## config.mk

```make
export PLATFORM = sky130hd
export DESIGN_NAME = lsf_div
export DESIGN_NICKNAME = d
export VERILOG_FILES = /design/src/rtl/lsf_pkg.sv /design/src/rtl/lsf_div.sv
export SDC_FILE = /design/constraint.sdc
export NUM_CORES = 1
export LEC_CHECK = 0
export BUFFER_PORTS_ARGS = -buffer_cell sky130_fd_sc_hd__buf_2
export CORE_MARGIN = 4
export CORE_UTILIZATION = 56
export CTS_BUF_LIST = sky130_fd_sc_hd__clkbuf_8 sky130_fd_sc_hd__clkbuf_16
export DETAILED_ROUTE_END_ITERATION = 12
export PLACE_DENSITY = 0.81
export SYNTH_ARGS = -nofsm -noshare
export SYNTH_HDL_FRONTEND = slang
export SYNTH_SLANG_ARGS = --single-unit
export TNS_END_PERCENT = 30
```

## constraint.sdc

```tcl
create_clock -name clk -period 4.3 [get_ports clk]
set_input_delay 0.215 -clock clk [delete_from_list [all_inputs] [get_ports clk]]
set_output_delay 0.215 -clock clk [all_outputs]
set_load 0.03 [all_outputs]
```

## src/rtl/lsf_pkg.sv

```systemverilog
// ----------------------------------------------------------------------------
// lsf_pkg: shared types and constants of the line-fit block
// Sizes of the running sums, of the fit arithmetic and of the divider, and the
// records that pass between the accumulator, the job queue and the fit engine.
// ----------------------------------------------------------------------------
`default_nettype none

package lsf_pkg;

  // Run length limit and the number of low sample bits that are used.
  localparam int MAX_SAMPLES = 1024;
  localparam int SAMPLE_BITS = 16;

  // Port widths.
  localparam int IN_W  = 16;
  localparam int OUT_W = 48;
  localparam int FRAC  = 16;
  localparam int HALF  = OUT_W / 2;

  // Running sums.
  localparam int CNT_W = $clog2(MAX_SAMPLES + 1);
  localparam int SX_W  = SAMPLE_BITS + CNT_W;
  localparam int SQ_W  = 2 * SAMPLE_BITS + CNT_W;

  // Fit arithmetic.
  localparam int PROD_W = SQ_W + SX_W;
  localparam int NUM_W  = 2 * SX_W;
  localparam int INUM_W = OUT_W + SX_W + 1;
  localparam int DIV_W  = (NUM_W + FRAC > INUM_W) ? (NUM_W + FRAC) : INUM_W;
  localparam int DEN_W  = NUM_W;
  localparam int DCNT_W = $clog2(DIV_W + 1);

  // Job queue between the accumulator and the fit engine.
  localparam int Q_DEPTH = 2;
  localparam int Q_PTR_W = (Q_DEPTH > 1) ? $clog2(Q_DEPTH) : 1;
  localparam int Q_CNT_W = $clog2(Q_DEPTH + 1);

  typedef struct packed {
    logic [CNT_W-1:0]        count;
    logic signed [SX_W-1:0]  sum_x;
    logic signed [SX_W-1:0]  sum_y;
    logic signed [SQ_W-1:0]  sum_xy;
    logic signed [SQ_W-1:0]  sum_xx;
    logic                    ovf;
  } fit_job_t;

  typedef struct packed {
    logic             start;
    logic [DIV_W-1:0] num;
    logic [DEN_W-1:0] den;
  } div_req_t;

  typedef struct packed {
    logic             done;
    logic [DIV_W-1:0] quot;
  } div_rsp_t;

  // Clamp a wide signed value to the signed output range.
  function automatic logic signed [OUT_W-1:0] sat_out(input logic signed [DIV_W:0] v);
    logic hi_ones;
    logic hi_zeros;
    hi_ones  = &v[DIV_W:OUT_W-1];
    hi_zeros = ~|v[DIV_W:OUT_W-1];
    if (hi_ones || hi_zeros) begin
      sat_out = v[OUT_W-1:0];
    end else if (v[DIV_W]) begin
      sat_out = {1'b1, {(OUT_W-1){1'b0}}};
    end else begin
      sat_out = {1'b0, {(OUT_W-1){1'b1}}};
    end
  endfunction

endpackage

`default_nettype wire

```

## src/rtl/lsf_div.sv

```systemverilog
// ----------------------------------------------------------------------------
// lsf_div: unsigned radix-2 divider
// Restoring long division, one quotient bit per cycle over DIV_W steps;
// pulses done for one cycle with the quotient.
// ----------------------------------------------------------------------------
`default_nettype none

module lsf_div (
  input  logic              clk,
  input  logic              rst_n,
  input  lsf_pkg::div_req_t req,
  output lsf_pkg::div_rsp_t rsp
);
  import lsf_pkg::*;

  logic [DIV_W-1:0]  quo_r, quo_nxt;
  logic [DEN_W-1:0]  rem_r, rem_nxt;
  logic [DEN_W-1:0]  den_r, den_nxt;
  logic [DCNT_W-1:0] cnt_r, cnt_nxt;
  logic              busy_r, busy_nxt;
  logic              done_r, done_nxt;

  logic [DEN_W:0]    rem_sh;
  logic [DEN_W:0]    rem_sub;
  logic              ge;

  assign rsp.done = done_r;
  assign rsp.quot = quo_r;

  always_comb begin
    rem_sh  = {rem_r, quo_r[DIV_W-1]};
    rem_sub = rem_sh - {1'b0, den_r};
    ge      = (rem_sh >= {1'b0, den_r});

    quo_nxt  = quo_r;
    rem_nxt  = rem_r;
    den_nxt  = den_r;
    cnt_nxt  = cnt_r;
    busy_nxt = busy_r;
    done_nxt = 1'b0;

    if (req.start) begin
      quo_nxt  = req.num;
      rem_nxt  = '0;
      den_nxt  = req.den;
      cnt_nxt  = DCNT_W'(DIV_W);
      busy_nxt = 1'b1;
    end else if (busy_r) begin
      quo_nxt = {quo_r[DIV_W-2:0], ge};
      rem_nxt = ge ? rem_sub[DEN_W-1:0] : rem_sh[DEN_W-1:0];
      cnt_nxt = cnt_r - DCNT_W'(1);
      if (cnt_r == DCNT_W'(1)) begin
        busy_nxt = 1'b0;
        done_nxt = 1'b1;
      end
    end
  end

  always_ff @(posedge clk) begin
    quo_r <= quo_nxt;
    rem_r <= rem_nxt;
    den_r <= den_nxt;
  end

  always_ff @(posedge clk) begin
    if (!rst_n) begin
      cnt_r  <= '0;
      busy_r <= 1'b0;
      done_r <= 1'b0;
    end else begin
      cnt_r  <= cnt_nxt;
      busy_r <= busy_nxt;
      done_r <= done_nxt;
    end
  end

  a_no_restart: assert property (@(posedge clk) disable iff (!rst_n)
    req.start |-> !busy_r)
    else $error("divider started while a division is in progress");

endmodule

`default_nettype wire

```

==> summary.txt, run 1 <==
Routing
  – Met1 WL: 11320 um
  – Vias per cell: 5.698
  – Metal3 WL: 2124 um
  – DRC viols: 0
  – Top sig layer: met5
  – DR WL met2: 13420 um
  – Initial DRC Count: 686
  – Total routed wirelength: 27520 um
  – Antenna Nets Post-Route: 0
  – TritonRoute pass-1 iters: 5
  – DR vias: 8969
  – Average routed wire per standard cell: 17.48 um

Setup path
  – Critical path type: reg2reg
  – Worst path max stage delay: 0.47 ns
  – CP arrival: 4.05 ns
  – Flop2flop setup slack: 0.59 ns
  – Worst Reg-to-Reg Cells: 15
  – Worst Path Max Fanout: 4
  – Critical path buffers and inverters: 3
  – R2r endpoint: rem_r[52]
  – Crit-path cells: inv_1, ha_1, inv_1, fa_1, a21o_1, a21o_1, a21oi_1, o21ai_1, a21o_1, a311oi_1, buf_4, o21ba_2, o21ai_0, or4_1, a32o_1
  – Most frequent CP cell: a21o_1
  – FF-to-FF Start: quo_r[75]
  – Crit-path leading delay family: compound AO/OA/AOI/OAI gates
  – Worst Path Required: 4.64 ns
  – Setup crit start kind: register
  – Crit-path slowest cell: or4_1
  – CP Capture Type: register

Timing
  – Max Freq: 0.2696 GHz
  – Final Cycle Share: 0.8626
  – Worst setup margin: 0.5907 ns
  – Fin. max-slew vios: 0
  – Hold Vio Cnt, Final: 0
  – Worst Tran Pin Value: 1.029 ns
  – Setup TNS Final: 0 ns
  – Final setup viols: 0
  – RSZ-0062 raised after global routing: no
  – Minimum clock period: 3.709 ns
  – Relative max-transition margin: 0.3139
  – Skew final: 0.01290 ns

Min path
  – Min-delay worst type: in2reg
  – Hold path startpoint: rst_n
  – Worst hold stages: 2
  – Worst Hold Path EP: busy_r

CTS
  – TritonCTS clock tree: done
  – CTS sink cnt: 193
  – CTS root buffer: clkbuf_16
  – Clock slew at reported path FFs: 0.08 ns
  – Worst skew pair latency: 0.44 ns
  – CTS Buf Count: 17
  – CTS H-Tree Depth: 4
  – Resize count post-CTS: 0
  – Clock Tree Buf Depth: 2

Synthesis
  – Syn avg cell area: 10.18 um^2
  – Dominant cell type by area after synthesis: edfxtp_1
  – Asr flop ratio synth: 0
  – Synth Warn #: 0
  – Synthesized area: 10950 um^2
  – Synth top area share: 0.3566
  – Syn Inst Count: 1075
  – Top_reg_cell synth: edfxtp_1
  – Syn_nets: 1265
  – Sequential area share after synthesis: 0.4718
  – Synth cell types: 58
  – Main area contributors after synthesis: edfxtp_1, dfxtp_1, mux2_2
  – Synth Register Bits: 193
  – EDFF count, synth: 130
  – Commonest cells in the netlist: edfxtp_1, nor2_1, a21oi_1, mux2_2, inv_1
  – Top-count cell post-synth: edfxtp_1

Global route
  – Largest net degree at the start of global routing: 105
  – First-pass GRT wire length: 44690 um
  – Total gr overflow: 0
  – Initial antenna violation count: 3
  – Vias in the first global route: 9012
  – Total Routing Usage GR: 0.2519

Placement
  – Dpl ws: 0.6765 ns
  – GPL Wtd Cong: 0.9317
  – Detail Placement HPWL: 19350 um
  – Port Buffers: 209

Floorplanning
  – # rows: 50
  – Initial core utilization: 0.5776
  – Die width: 147.8 um
  – IO Count: 210
  – Die ar.: 21850 um^2
  – CORE AREA: 18960 um^2
  – Vert. Die Dim: 147.8 um

Final layout
  – Core Util, Final: 0.7017
  – Filler cell count in the final layout: 1394
  – # diodes: 0
  – # nets final: 1491
  – Layout cells sized above 1: 0.2588
  – Layout area overhead: 21.50%

Power and ir drop
  – Max rail drop VDD: 388.9 uV
  – PwrDens: 397.7 nW/um^2
  – Pleak: 5.743 nW

Run status
  – Status: finished, final reports clean

Run
  – Max cap viols: 0
per-layer routing:
| metal | vias to the layer above | GRT usage |
|---|---|---|
| li1 | 4371 | - |
| met1 | 4214 | 0.3111 |
| met2 | 332 | 0.4304 |
| met3 | 46 | 0.07633 |
| met4 | 6 | 0.07067 |
| met5 | - | 0 |
registers in the layout (all words and copies together), names as in the netlist:
register and count:
busy_r 1, quo_r 76, den_r 54, cnt_r 7
rem_r 54, done_r 1
where the power goes:
part,switching [mW],internal (mW)
clock network,0.857,0.806
registers,0.0912,2.17
logic,0.828,0.534
total,1.78,3.51
how the worst max path moves through the flow:
| stage | startpoint | endpoint | slack, ns | cells past startpoint |
|---|---|---|---|---|
| 2_1_floorplan | quo_r[75] | rem_r[52] | 0.78 | 14 |
| 3_3_place_gp | den_r[18] | rem_r[50] | 0.81 | 13 |
| 3_5_place_dp | den_r[18] | rem_r[50] | 0.68 | 13 |
| 4_1_cts | quo_r[75] | rem_r[52] | 0.64 | 15 |
| 5_1_grt | den_r[18] | rem_r[10] | 0.34 | 14 |
| 6_report | quo_r[75] | rem_r[52] | 0.59 | 15 |
logic make-up after synthesis:
logic type,count (synthesis),synth area share
buf+inv,137,0.04960
flops,193,0.4718
mux,86,0.08743
fa+ha+maj,57,0.06583
xor+xnor,54,0.04320
simple gates,261,0.1093
compound gates,287,0.1729
layout make-up:
cell class              count  area [um^2]  share of cell area
clock buffers              17        425.4             0.03198
clock inverters            15        192.7             0.01449
inverters                  72        270.3             0.02032
multi-input cells         745         5249              0.3946
flip-flops and latches    193         5166              0.3884
well taps                 260        325.3             0.02446
repair buffers            272         1673              0.1258
cell usage in the layout (no fill, tap or decap), drive strengths merged, types with 12 or more instances in the layout:
master       instances
a21o                32
nand3               15
mux2                77
inv                 82
clkbuf              17
xor2                26
o21ai               42
ha                  56
nand4               21
xnor2               28
a21oi               89
edfxtp             130
dlygate4sd3         54
nand2               63
nor3                12
a211oi              42
buf                218
dfxtp               63
nor2               104
worst register-to-register path: cells and delay by family, from the launching register on:
family          cells  cell delay, ns
compound gates      9            1.83
flops               1            0.42
simple gates        1            0.47
fa+ha+maj           2            0.57
buf+inv             3            0.31
timing repair:
| item | in CTS | in global routing |
|---|---|---|
| endpoints found under the hold margin | 54 | 0 |
| hold buffers | 54 | 0 |
| buffers inserted | 0 | 0 |
through the flow:
step / cell area, um^2 / std cells / power (mW) / hold WS [ns]
after floorplan: 10950 / 1075 / 3.248 / 0.3139
after global placement: 12140 / 1488 / 3.580 / 0.3920
after detailed placement: 12140 / 1488 / 3.604 / 0.3931
after CTS: 13300 / 1574 / 5.293 / 0.02972
after global routing: 13300 / 1574 / 5.542 / 0.04850
final: 13300 / 1574 / 5.290 / 0.04584
Note: power is estimated with default switching activity, not from simulation.
==> run 2: changes to the inputs <==
--- a/config.mk
+++ b/config.mk
@@ -10,7 +10,7 @@
 export CORE_UTILIZATION = 56
 export CTS_BUF_LIST = sky130_fd_sc_hd__clkbuf_8 sky130_fd_sc_hd__clkbuf_16
 export DETAILED_ROUTE_END_ITERATION = 12
-export PLACE_DENSITY = 0.81
+export PLACE_DENSITY = 0.83
 export SYNTH_ARGS = -nofsm -noshare
 export SYNTH_HDL_FRONTEND = slang
 export SYNTH_SLANG_ARGS = --single-unit
==> summary.txt, run 2 (synthesis gave the netlist of run 1 again) <==
Floorplanning
  – Die ar.: 21850 um^2 (unchanged)
  – Die width: 147.8 um (unchanged)
  – CORE AREA: 18960 um^2 (unchanged)
  – # rows: 50 (unchanged)
  – IO Count: 210 (unchanged)
  – Vert. Die Dim: 147.8 um (unchanged)
  – Initial core utilization: 0.5776 (unchanged)

CTS
  – Worst skew pair latency: 0.45 ns (was 0.44 ns)
  – CTS H-Tree Depth: 4 (unchanged)
  – CTS Buf Count: 17 (unchanged)
  – Clock Tree Buf Depth: 2 (unchanged)
  – TritonCTS clock tree: done (unchanged)
  – CTS root buffer: clkbuf_16 (unchanged)
  – Setup Fix Bufs, Post-CTS: 0 (unchanged)
  – Post-CTS Hold Buffers: 54 (unchanged)
  – Resize count post-CTS: 0 (unchanged)
  – CTS sink cnt: 193 (unchanged)
  – Clock slew at reported path FFs: 0.08 ns (about the same)

Power and ir drop
  – PwrDens: 401.5 nW/um^2 (was 397.7 nW/um^2)
  – Pleak: 5.739 nW (was 5.743 nW)
  – Max rail drop VDD: 385.3 uV (was 388.9 uV)

Timing
  – Fin. max-slew vios: 0 (unchanged)
  – Worst Tran Pin Value: 1.045 ns (was 1.029 ns)
  – Skew final: 0.01715 ns (was 0.01290 ns)
  – Setup TNS Final: 0 ns (unchanged)
  – Max Freq: 0.2639 GHz (was 0.2696 GHz)
  – Final Cycle Share: 0.8811 (was 0.8626)
  – Hold_ws: 0.03833 ns (was 0.04584 ns)
  – Final setup viols: 0 (unchanged)
  – RSZ-0062 raised after global routing: no (unchanged)
  – Hold Vio Cnt, Final: 0 (unchanged)
  – Relative max-transition margin: 0.3031 (was 0.3139)
  – Minimum clock period: 3.789 ns (was 3.709 ns)

Setup path
  – Crit-path cells: inv_1, ha_1, inv_1, fa_1, a21o_1, a21o_1, a21oi_1, o21ai_1, a21o_1, a311oi_1, o21ba_2, o21ai_0, or4_1, a32o_1 (was inv_1, ha_1, inv_1, fa_1, a21o_1, a21o_1, a21oi_1, o21ai_1, a21o_1, a311oi_1, buf_4, o21ba_2, o21ai_0, or4_1, a32o_1)
  – CP Capture Type: register (unchanged)
  – Crit-path slowest cell: a311oi_1 (was or4_1)
  – Worst Path Required: 4.64 ns (about the same)
  – Worst path max stage delay: 0.55 ns (was 0.47 ns)
  – Flop2flop setup slack: 0.51 ns (was 0.59 ns)
  – Worst Path Max Fanout: 4 (unchanged)
  – Critical path type: reg2reg (unchanged)
  – CP arrival: 4.13 ns (was 4.05 ns)
  – Most frequent CP cell: a21o_1 (unchanged)
  – Worst Reg-to-Reg Cells: 14 (was 15)
  – Setup crit start kind: register (unchanged)

Global route
  – Vias in the first global route: 8866 (was 9012)
  – Met3 usage: 0.07265 (was 0.07633)
  – Initial antenna violation count: 2 (was 3)
  – Met1 Usage GRT: 0.3184 (was 0.3111)
  – Total Routing Usage GR: 0.2497 (was 0.2519)
  – Grt peak-use layer: met2 (unchanged)
  – Total gr overflow: 0 (unchanged)
  – First-pass GRT wire length: 44570 um (was 44690 um)
  – Met2 usage: 0.4157 (was 0.4304)
  – Largest net degree at the start of global routing: 105 (unchanged)

Routing
  – Total routed wirelength: 27820 um (was 27520 um)
  – Initial DRC Count: 636 (was 686)
  – Vias per cell: 5.818 (was 5.698)
  – TritonRoute pass-1 iters: 5 (unchanged)
  – DRC viols: 0 (unchanged)
  – Average routed wire per standard cell: 17.71 um (was 17.48 um)
  – Antenna Nets Post-Route: 0 (unchanged)
  – DR vias: 9140 (was 8969)

Final layout
  – Layout area overhead: 21.52% (was 21.50%)
  – Most common cell after layout, fill and taps aside: buf_2 (unchanged)
  – Filler cell count in the final layout: 1357 (was 1394)
  – # diodes: 0 (unchanged)
  – Layout cells sized above 1: 0.2571 (was 0.2588)
  – # nets final: 1488 (was 1491)
  – Biggest regs: quo_r: 76 flops, den_r: 54 flops, rem_r: 54 flops (unchanged)
  – Largest register FFs: 76 (unchanged)
  – Commonest non-fill, non-tap cells in the layout: buf_2, edfxtp_1, nor2_1 (unchanged)
  – Largest register by flop count: quo_r (unchanged)

Run
  – Max cap viols: 0 (unchanged)

Min path
  – Worst hold stages: 2 (unchanged)
  – Min-delay worst type: in2reg (unchanged)

Placement
  – Port Buffers: 209 (unchanged)
  – GPL Wtd Cong: 0.9333 (was 0.9317)
  – Detail Placement HPWL: 19380 um (was 19350 um)

Run status
  – Status: finished, final reports clean (unchanged)
## run 2: changes by cell type in the layout (fill, tap and decap cells not counted)
cell       before  now
buf_4           8    5
bufinv_16       0    1
clkinv_2        1    0
clkinv_4        0    2
inv_6           2    0
## run 2: per-layer routing
layer,vias up,part of all wire
li1,4384,-
met1,4345,0.42
met2,354,0.48
met3,53,0.072
met4,4,0.024
met5,-,0.00075
## run 2: metrics by stage
step / instance area, um^2 / setup WS, ns / util / std cells / power, mW
CTS: 13300 / 0.5237 / 0.7018 / 1571 / 5.351
global placement: 12120 / 0.6703 / 0.6394 / 1485 / 3.571
finish: 13300 / 0.5111 / 0.7018 / 1571 / 5.342
detailed placement: 12120 / 0.5666 / 0.6394 / 1485 / 3.602
floorplan: 10950 / 0.7758 / - / 1075 / 3.248
global route: 13300 / 0.2068 / 0.7018 / 1571 / 5.597
## run 2: report_power, final
part           internal [mW]  switching, mW  leakage, nW  total, mW
logic                  0.529          0.827         3.62       1.36
clock network          0.864          0.853        0.312       1.72
registers               2.17         0.0970         1.81       2.27
## run 2: area by class of cell
cell class	count	area (um^2)	share of cell area
clock buffers	17	425.4	0.03198
clock inverters	15	217.7	0.01636
inverters	72	270.3	0.02031
multi-input cells	745	5249	0.3945
flip-flops and latches	193	5166	0.3883
well taps	260	325.3	0.02445
repair buffers	269	1650	0.1240
## run 2: critical path, delay by kind of cell, from the launching register on
family	cells	cell delay (ns)
compound gates	9	2.16
simple gates	1	0.44
buf+inv	2	0.13
fa+ha+maj	2	0.54
flops	1	0.42
## run 2: worst paths after layout
check        startpoint         to
max reg2reg   quo_r[75]  rem_r[52]
min               rst_n     busy_r
min reg2reg    cnt_r[1]   cnt_r[1]
max           quo_r[75]  rem_r[52]
